## config.mk

```make
export PLATFORM = sky130hd
export DESIGN_NAME = halfstep_stepper_limit_sequencer
export DESIGN_NICKNAME = d
export VERILOG_FILES = /design/src/hdl/hsls_pkg.sv /design/src/hdl/halfstep_stepper_limit_sequencer.sv /design/src/hdl/hsls_step.sv
export SDC_FILE = /design/constraint.sdc
export NUM_CORES = 1
export LEC_CHECK = 0
export BUFFER_PORTS_ARGS = -buffer_cell sky130_fd_sc_hd__clkbuf_2
export CAP_MARGIN = 0
export CELL_PAD_IN_SITES_DETAIL_PLACEMENT = 0
export CELL_PAD_IN_SITES_GLOBAL_PLACEMENT = 1
export CORE_AREA = 2 2 114 116
export DETAILED_ROUTE_END_ITERATION = 8
export DIE_AREA = 0 0 116 118
export PLACE_DENSITY = 0.95
export SYNTH_ARGS = -nofsm -noshare
export SYNTH_HDL_FRONTEND = slang
export SYNTH_SLANG_ARGS = --single-unit
```

## constraint.sdc

```tcl
create_clock -name clk_i -period 5.1 [get_ports clk_i]
set_input_delay 0.51 -clock clk_i [delete_from_list [all_inputs] [get_ports clk_i]]
set_output_delay 0.51 -clock clk_i [all_outputs]
set_load 0.02 [all_outputs]
```

## src/hdl/hsls_pkg.sv

```systemverilog
`default_nettype none

package hsls_pkg;

  // Steps per position count in the substep accumulator
  localparam int unsigned SubstepsPerCount = 18;

  localparam int unsigned DividerWidth = 16;
  localparam int unsigned PosWidth     = 16;
  localparam int unsigned AccWidth     = 6;
  localparam int unsigned PhaseWidth   = 4;
  localparam int unsigned CoilWidth    = 4;

  localparam logic signed [AccWidth-1:0] AccUpLimit   = AccWidth'(SubstepsPerCount);
  localparam logic signed [AccWidth-1:0] AccDownLimit = -AccWidth'(SubstepsPerCount);

  // Phase codes: idle, first of the running sequence, and the two limit stops
  localparam logic [PhaseWidth-1:0] PhaseIdle      = 4'd0;
  localparam logic [PhaseWidth-1:0] PhaseFirst     = 4'd1;
  localparam logic [PhaseWidth-1:0] PhaseOpenStop  = 4'd9;
  localparam logic [PhaseWidth-1:0] PhaseCloseStop = 4'd10;

  typedef enum logic [1:0] {
    OP_TICK    = 2'd0,
    OP_REARM   = 2'd1,
    OP_RELEASE = 2'd2
  } op_e;

  typedef enum logic [0:0] {
    CFG_STEP_DIVIDER = 1'b0,
    CFG_DIRECTION    = 1'b1
  } cfg_idx_e;

  typedef struct packed {
    logic [DividerWidth-1:0] tick;
    logic [PhaseWidth-1:0]   phase;
    logic [CoilWidth-1:0]    coils;
    logic [PosWidth-1:0]     position;
    logic [PosWidth-1:0]     max_position;
    logic [AccWidth-1:0]     acc;
  } state_t;

  typedef struct packed {
    logic [1:0] operation;
    logic       open_limit_n;
    logic       close_limit_n;
  } word_t;

endpackage

`default_nettype wire

```

## src/hdl/halfstep_stepper_limit_sequencer.sv

```systemverilog
// Half-step sequencer for a four-coil stepper with two end-limit switches.
//
// Input channel: one word per timer tick or command (operation, open and
// close limit levels), taken when in_valid_i is high and in_stall_o low.
// Output channel: one result word per input word (coils, phase, position,
// max_position, stepped), taken when out_valid_o is high and out_stall_i low.
// Configuration: cfg_index_i selects step divider (0) or direction (1);
// cfg_ready_o is always high, so a write lands on any edge with cfg_valid_i.
// Write configuration only while no word is in flight.
//
// From acceptance, the word sits in the input register, the step logic
// then loads the result register, and its output is taken from there.
// Throughput is one word per cycle while out_stall_i stays low; the only
// loop is the state register feeding the step logic and back.
// Reset clears the divider, direction, tick count, phase, coils, position,
// max position and accumulator, and empties both pipeline registers.
// A stalled result holds in the output register; the input register still
// fills behind it, and only then is in_stall_o raised.

`default_nettype none

module halfstep_stepper_limit_sequencer
  import hsls_pkg::*;
(
  input  logic                       clk_i,
  input  logic                       rst_ni,

  input  logic                       cfg_valid_i,
  output logic                       cfg_ready_o,
  input  logic                       cfg_index_i,
  input  logic [DividerWidth-1:0]    cfg_data_i,

  input  logic                       in_valid_i,
  output logic                       in_stall_o,
  input  logic [1:0]                 operation_i,
  input  logic                       open_limit_n_i,
  input  logic                       close_limit_n_i,

  output logic                       out_valid_o,
  input  logic                       out_stall_i,
  output logic [CoilWidth-1:0]       coils_o,
  output logic [PhaseWidth-1:0]      phase_o,
  output logic signed [PosWidth-1:0] position_o,
  output logic signed [PosWidth-1:0] max_position_o,
  output logic                       stepped_o
);

  logic [DividerWidth-1:0] step_divider_q;
  logic                    direction_q;

  state_t state_q, state_d;
  word_t  word_q;
  logic   word_valid_q;
  logic   out_valid_q;
  logic   stepped_d, stepped_q;

  logic out_ready, step_go, in_load;

  // Result register frees up when empty or being taken this cycle
  assign out_ready  = !out_valid_q || !out_stall_i;
  assign step_go    = word_valid_q && out_ready;
  assign in_stall_o = word_valid_q && !out_ready;
  assign in_load    = in_valid_i && !in_stall_o;

  assign cfg_ready_o = 1'b1;

  always_ff @(posedge clk_i or negedge rst_ni) begin
    if (!rst_ni) begin
      step_divider_q <= '0;
      direction_q    <= 1'b0;
    end else if (cfg_valid_i) begin
      unique case (cfg_idx_e'(cfg_index_i))
        CFG_STEP_DIVIDER: step_divider_q <= cfg_data_i;
        CFG_DIRECTION:    direction_q    <= cfg_data_i[0];
        default:          step_divider_q <= step_divider_q;
      endcase
    end
  end

  // Input register: hold while the result side is blocked
  always_ff @(posedge clk_i or negedge rst_ni) begin
    if (!rst_ni) begin
      word_valid_q <= 1'b0;
    end else if (!in_stall_o) begin
      word_valid_q <= in_valid_i;
    end
  end

  always_ff @(posedge clk_i) begin
    if (in_load) begin
      word_q.operation     <= operation_i;
      word_q.open_limit_n  <= open_limit_n_i;
      word_q.close_limit_n <= close_limit_n_i;
    end
  end

  hsls_step u_step (
    .state_i        (state_q),
    .word_i         (word_q),
    .step_divider_i (step_divider_q),
    .direction_i    (direction_q),
    .state_o        (state_d),
    .stepped_o      (stepped_d)
  );

  // Motor state: advance once per word leaving the input register
  always_ff @(posedge clk_i or negedge rst_ni) begin
    if (!rst_ni) begin
      state_q <= '0;
    end else if (step_go) begin
      state_q <= state_d;
    end
  end

  always_ff @(posedge clk_i or negedge rst_ni) begin
    if (!rst_ni) begin
      out_valid_q <= 1'b0;
    end else if (out_ready) begin
      out_valid_q <= word_valid_q;
    end
  end

  always_ff @(posedge clk_i) begin
    if (step_go) begin
      stepped_q <= stepped_d;
    end
  end

  // The result word mirrors the state register after its update
  assign out_valid_o    = out_valid_q;
  assign coils_o        = state_q.coils;
  assign phase_o        = state_q.phase;
  assign position_o     = $signed(state_q.position);
  assign max_position_o = $signed(state_q.max_position);
  assign stepped_o      = stepped_q;

  // Phase codes never leave the defined range
  assert property (@(posedge clk_i) disable iff (!rst_ni)
    state_q.phase <= PhaseCloseStop)
    else $error("phase out of range");

  // Stopped at either limit means coils are off
  assert property (@(posedge clk_i) disable iff (!rst_ni)
    (state_q.phase == PhaseOpenStop || state_q.phase == PhaseCloseStop)
      |-> state_q.coils == '0)
    else $error("coils driven while stopped at a limit");

  // A fired step restarts the divider count at one
  assert property (@(posedge clk_i) disable iff (!rst_ni)
    step_go && stepped_d |=> state_q.tick == DividerWidth'(1))
    else $error("tick count not restarted after step");

  // A step never fires with the divider at zero
  assert property (@(posedge clk_i) disable iff (!rst_ni)
    step_go && stepped_d |-> step_divider_q != '0)
    else $error("step fired with divider at zero");

  // A new state is only taken with a result slot free to show it
  assert property (@(posedge clk_i) disable iff (!rst_ni)
    step_go |=> out_valid_q)
    else $error("state advanced without a result");

endmodule

`default_nettype wire

```

## src/hdl/hsls_step.sv

```systemverilog
`default_nettype none

module hsls_step
  import hsls_pkg::*;
(
  input  state_t                  state_i,
  input  word_t                   word_i,
  input  logic [DividerWidth-1:0] step_divider_i,
  input  logic                    direction_i,
  output state_t                  state_o,
  output logic                    stepped_o
);

  state_t                    st;
  logic                      fire;
  logic signed [AccWidth-1:0] acc;

  always_comb begin
    st   = state_i;
    fire = 1'b0;
    acc  = '0;
    unique case (word_i.operation)
      OP_TICK: begin
        if (step_divider_i != '0) begin
          fire = (state_i.tick > step_divider_i);
          if (fire) begin
            // limit switches first
            if (!word_i.open_limit_n) begin
              if (direction_i) begin
                st.coils = '0;
                st.phase = PhaseOpenStop;
              end
              st.position = '0;
            end
            if (!word_i.close_limit_n) begin
              if (!direction_i) begin
                st.coils = '0;
                st.phase = PhaseCloseStop;
              end
              st.max_position = st.position;
            end
            if (st.phase < PhaseOpenStop) begin
              if (!direction_i) begin
                unique case (st.phase)
                  4'd1: begin st.coils[3] = 1'b0; st.coils[0] = 1'b1; st.phase = 4'd2; end
                  4'd2: begin st.coils[1] = 1'b1; st.phase = 4'd3; end
                  4'd3: begin st.coils[0] = 1'b0; st.phase = 4'd4; end
                  4'd4: begin st.coils[2] = 1'b1; st.phase = 4'd5; end
                  4'd5: begin st.coils[1] = 1'b0; st.phase = 4'd6; end
                  4'd6: begin st.coils[3] = 1'b1; st.phase = 4'd7; end
                  4'd7: begin st.coils[2] = 1'b0; st.phase = 4'd8; end
                  4'd8: begin st.coils[0] = 1'b1; st.phase = PhaseFirst; end
                  default: st.phase = PhaseFirst;
                endcase
                acc = $signed(st.acc);
                if (acc >= AccUpLimit) begin
                  st.position = st.position + PosWidth'(1);
                  acc = '0;
                end
                st.acc = AccWidth'(acc + AccWidth'(1));
              end else begin
                unique case (st.phase)
                  4'd1: begin st.coils[0] = 1'b0; st.coils[3] = 1'b1; st.phase = 4'd2; end
                  4'd2: begin st.coils[2] = 1'b1; st.phase = 4'd3; end
                  4'd3: begin st.coils[3] = 1'b0; st.phase = 4'd4; end
                  4'd4: begin st.coils[1] = 1'b1; st.phase = 4'd5; end
                  4'd5: begin st.coils[2] = 1'b0; st.phase = 4'd6; end
                  4'd6: begin st.coils[0] = 1'b1; st.phase = 4'd7; end
                  4'd7: begin st.coils[1] = 1'b0; st.phase = 4'd8; end
                  4'd8: begin st.coils[3] = 1'b1; st.phase = PhaseFirst; end
                  default: st.phase = PhaseFirst;
                endcase
                acc = $signed(st.acc);
                if (acc <= AccDownLimit) begin
                  st.position = st.position - PosWidth'(1);
                  acc = '0;
                end
                st.acc = AccWidth'(acc - AccWidth'(1));
              end
            end
            st.tick = DividerWidth'(1);
          end else begin
            st.tick = state_i.tick + DividerWidth'(1);
          end
        end
      end
      OP_REARM:   st.phase = PhaseFirst;
      OP_RELEASE: st.coils = '0;
      default:    st = state_i;
    endcase
  end

  assign state_o   = st;
  assign stepped_o = fire;

endmodule

`default_nettype wire

```

==> impl_metrics.yaml <==
floorplanning:
  dieHeight_um: 118
  dieArea_sq_um: 13700
  io_pins: 70
  num_rows: 41
  coreArea_sq_um: 12400
  die_w_um: 116
  start_util_pct: 46.8
synth:
  ys_warn_count: 0
  yosys.area.top_type_share_pct: 34.9
  syn_avg_cell_area_sq_um: 8.60
  ys_top_cells_by_area: "dfrtp_1 (35%), buf_4 (5.4%), nand2_1 (4.9%)"
  synthFlopType: "dfrtp_1"
  netlist_area_sq_um: 5810
  yosysUniqueCellTypes: 74
  synth_edf_count: 5
  ys_ff_latch: 86
  syn-instance-count: 676
  seq_area_frac_synth_pct: 37.5
  async_flop_share_pct: 94.2
  yosysTopAreaCell: "dfrtp_1"
  synth.most_common_cell: "dfrtp_1"
  synth_fp_nets: 723
  netlist_top_cells_count: "dfrtp_1 (81), nand2_1 (76), o21ai_0 (53), inv_1 (43), buf_4 (42)"
routing:
  vias_per_cell: 5.79
  ant_nets: 0
  drc: 0
  drt_iter0_drc: 384
  wl_per_cell_um: 16.3
  totalWireLength_um: 14000
  route.vias.total: 4977
  first_pass_iters: 6
timing:
  timing.final.ws_setup_ns: 1.79
  period_needed_ns: 3.31
  setup_viol: 0
  fin_worst_skew_ns: 0.00691
  worst_pin_slew_ns: 1.03
  slew-limit-headroom_pct: 31.4
  fmaxAchievable_mhz: 302
  rsz0062_at_grt: "false"
  finalHoldViolCount: 0
  finalCritPeriodShare_pct: 65.0
  drv_slew: 0
  fin_tns_setup_ns: 0
layout:
  drive_above_1_share_pct: 16.0
  area_growth_pct: 7.53
  num-nets-final: 730
  num_antenna_cells: 0
  n_fill_cell: 1162
place:
  dp_hpwl_um: 9940
  place_ws_ns: 1.81
  place_congestion: 0.911
  io_buffers: 68
power_and_ir_drop:
  clkPwrFrac_pct: 36.7
  internal-power_mw: 1.24
  power.share.switching_pct: 31.0
  p_switching_mw: 0.558
  ir_drop_mv: 0.228
  p_seq_share_pct: 44.5
  power.density_nw_per_um2: 288
  power.leakage_nw: 2.67
  power_frac_comb_pct: 18.9
setup_path:
  critPathSlowestCell: "o211ai_2"
  rr_worst_depth: 7
  critical_path.top_delay_family: "simple AND/OR/NAND/NOR gates"
  crit_cells: 7
  cp-endpoint: "state_q[0]$_DFFE_PN0P_"
  crit_type: "reg2reg"
  arrival_ns: 3.55
  start_kind: "register"
  startpoint: "state_q[59]$_DFFE_PN0P_"
  worstReg2RegStart: "state_q[59]$_DFFE_PN0P_"
  r2r-end: "state_q[0]$_DFFE_PN0P_"
  worstPathRequired_ns: 5.33
  crit_chain: "ha_1, nand4_2, or4_4, o211ai_2, nor2_1, nand2_1, mux2_2"
  critical_path.max_stage_delay_ns: 0.83
  crit_path_max_fanout: 21
  r2r_slack_ns: 1.79
  endpoint_kind: "register"
  path_buf_inv: 0
clock_tree:
  postCtsHoldBufs: 0
  cts.clk_slew.worst_paths_ns: 0.07
  root_buffer: "clkbuf_16"
  cts_made_buffers: 9
  cts_setup_buffers: 0
  clockBufferDepth: 2
  clkSinkCount: 86
  cts_resized: 0
  clk_latency_ns: 0.34
  cts_tree: "yes"
  h-tree-depth: 3
grt:
  antenna_found_initial: 0
  grt_pass1_wl_um: 24000
  overflow: 0
  grt_max_degree: 82
  track_usage_pct: 21.6
  grt_pass1_vias: 4868
worst_hold_path:
  hp-class: "in2reg"
job:
  max_cap_violations: 0
run_status:
  outcome: "finished clean"
registers in the layout, summed over array words and instances, names as in the netlist, 4 cells and up:
name,cells
step_divider_q,16
word_q,4
max_position_o,16
state_q,22
position_o,16
coils_o,4
phase_o,4
per-stage QoR:
stage | total power, mW | cells | utilization (%) | instance area (sq um) | hold slack (ns)
5_1_grt | 1.89 | 860 | 50.4 | 6250 | 0.338
2_1_floorplan | 1.05 | 676 | - | 5810 | 0.214
3_5_place_dp | 1.15 | 844 | 48.0 | 5960 | 0.470
4_1_cts | 1.81 | 860 | 50.4 | 6250 | 0.331
3_3_place_gp | 1.14 | 844 | 48.0 | 5960 | 0.453
6_report | 1.80 | 860 | 50.4 | 6250 | 0.343
cell usage in the layout (no fill, tap or decap), types with 7 or more instances in the layout:
master,instances
o211ai_1,10
xnor2_1,8
buf_4,7
nor4_1,11
ha_1,21
nand3_1,27
nand4_1,15
a21oi_1,18
inv_1,43
and3_1,7
nand2_1,76
a31oi_1,8
o21ai_0,53
nand3b_1,10
clkbuf_2,67
nor2_1,38
nor2b_1,11
or3_1,7
mux2i_1,17
nor3_1,21
xor2_1,8
clkbuf_16,9
nand2b_1,12
dfrtp_1,81
worst min path at each step:
stage          cells after the start                      end                startpoint  slack (ns)
5_1_grt                            1      word_q[3]$_DFFE_PP_            operation_i[1]        0.34
3_5_place_dp                       1  out_valid_o$_DFFE_PN0N_  word_valid_q$_DFFE_PN0N_        0.47
3_3_place_gp                       1  out_valid_o$_DFFE_PN0N_  word_valid_q$_DFFE_PN0N_        0.45
6_report                           1      word_q[2]$_DFFE_PP_            operation_i[0]        0.34
4_1_cts                            1      word_q[2]$_DFFE_PP_            operation_i[0]        0.33
2_1_floorplan                      0   coils_o[0]$_DFFE_PN0P_                    rst_ni        0.21
area by class of cell:
cell class,instances,area (sq um),area share (%)
clock buffers,10,229,3.66
clock inverters,6,62.6,1.00
inverters,43,161,2.58
multi-input cells,469,3020,48.3
flip-flops and latches,86,2180,34.8
well taps,172,215,3.44
repair buffers,74,388,6.20
power groups by stage:
stage / Clock, mW / Sequential (mW) / Combinational [mW]
after floorplan: 0 / 0.786 / 0.268
after CTS: 0.667 / 0.800 / 0.340
final: 0.661 / 0.801 / 0.340
after detailed placement: 0 / 0.812 / 0.338
after global placement: 0 / 0.809 / 0.327
after global routing: 0.693 / 0.810 / 0.386
worst reg2reg max path, delay by kind of cell, from the launching register on:
kind,cells,cell delay (ns)
flops,1,0.43
mux,1,0.35
simple gates,4,1.25
compound gates,1,0.83
fa+ha+maj,1,0.34
routing by layer:
layer	up-vias	wire, um	global-route usage (%)
met2	174	6770	35.3
met5	-	0	0
li1	2402	-	-
met3	25	722	4.12
met1	2376	6190	28.3
met4	0	323	7.74
logic make-up after synthesis:
kind of cell / share of synthesized area (%)
AOI/OAI and AO/OA: 15.9
xor gates and xnor gates: 2.41
adders and majority gates: 4.52
buffers and inverters: 10.8
DFF: 37.5
muxes: 4.09
other: 0.0645
and+or+nand+nor: 24.8
Note: power is estimated with default switching activity, not from simulation.
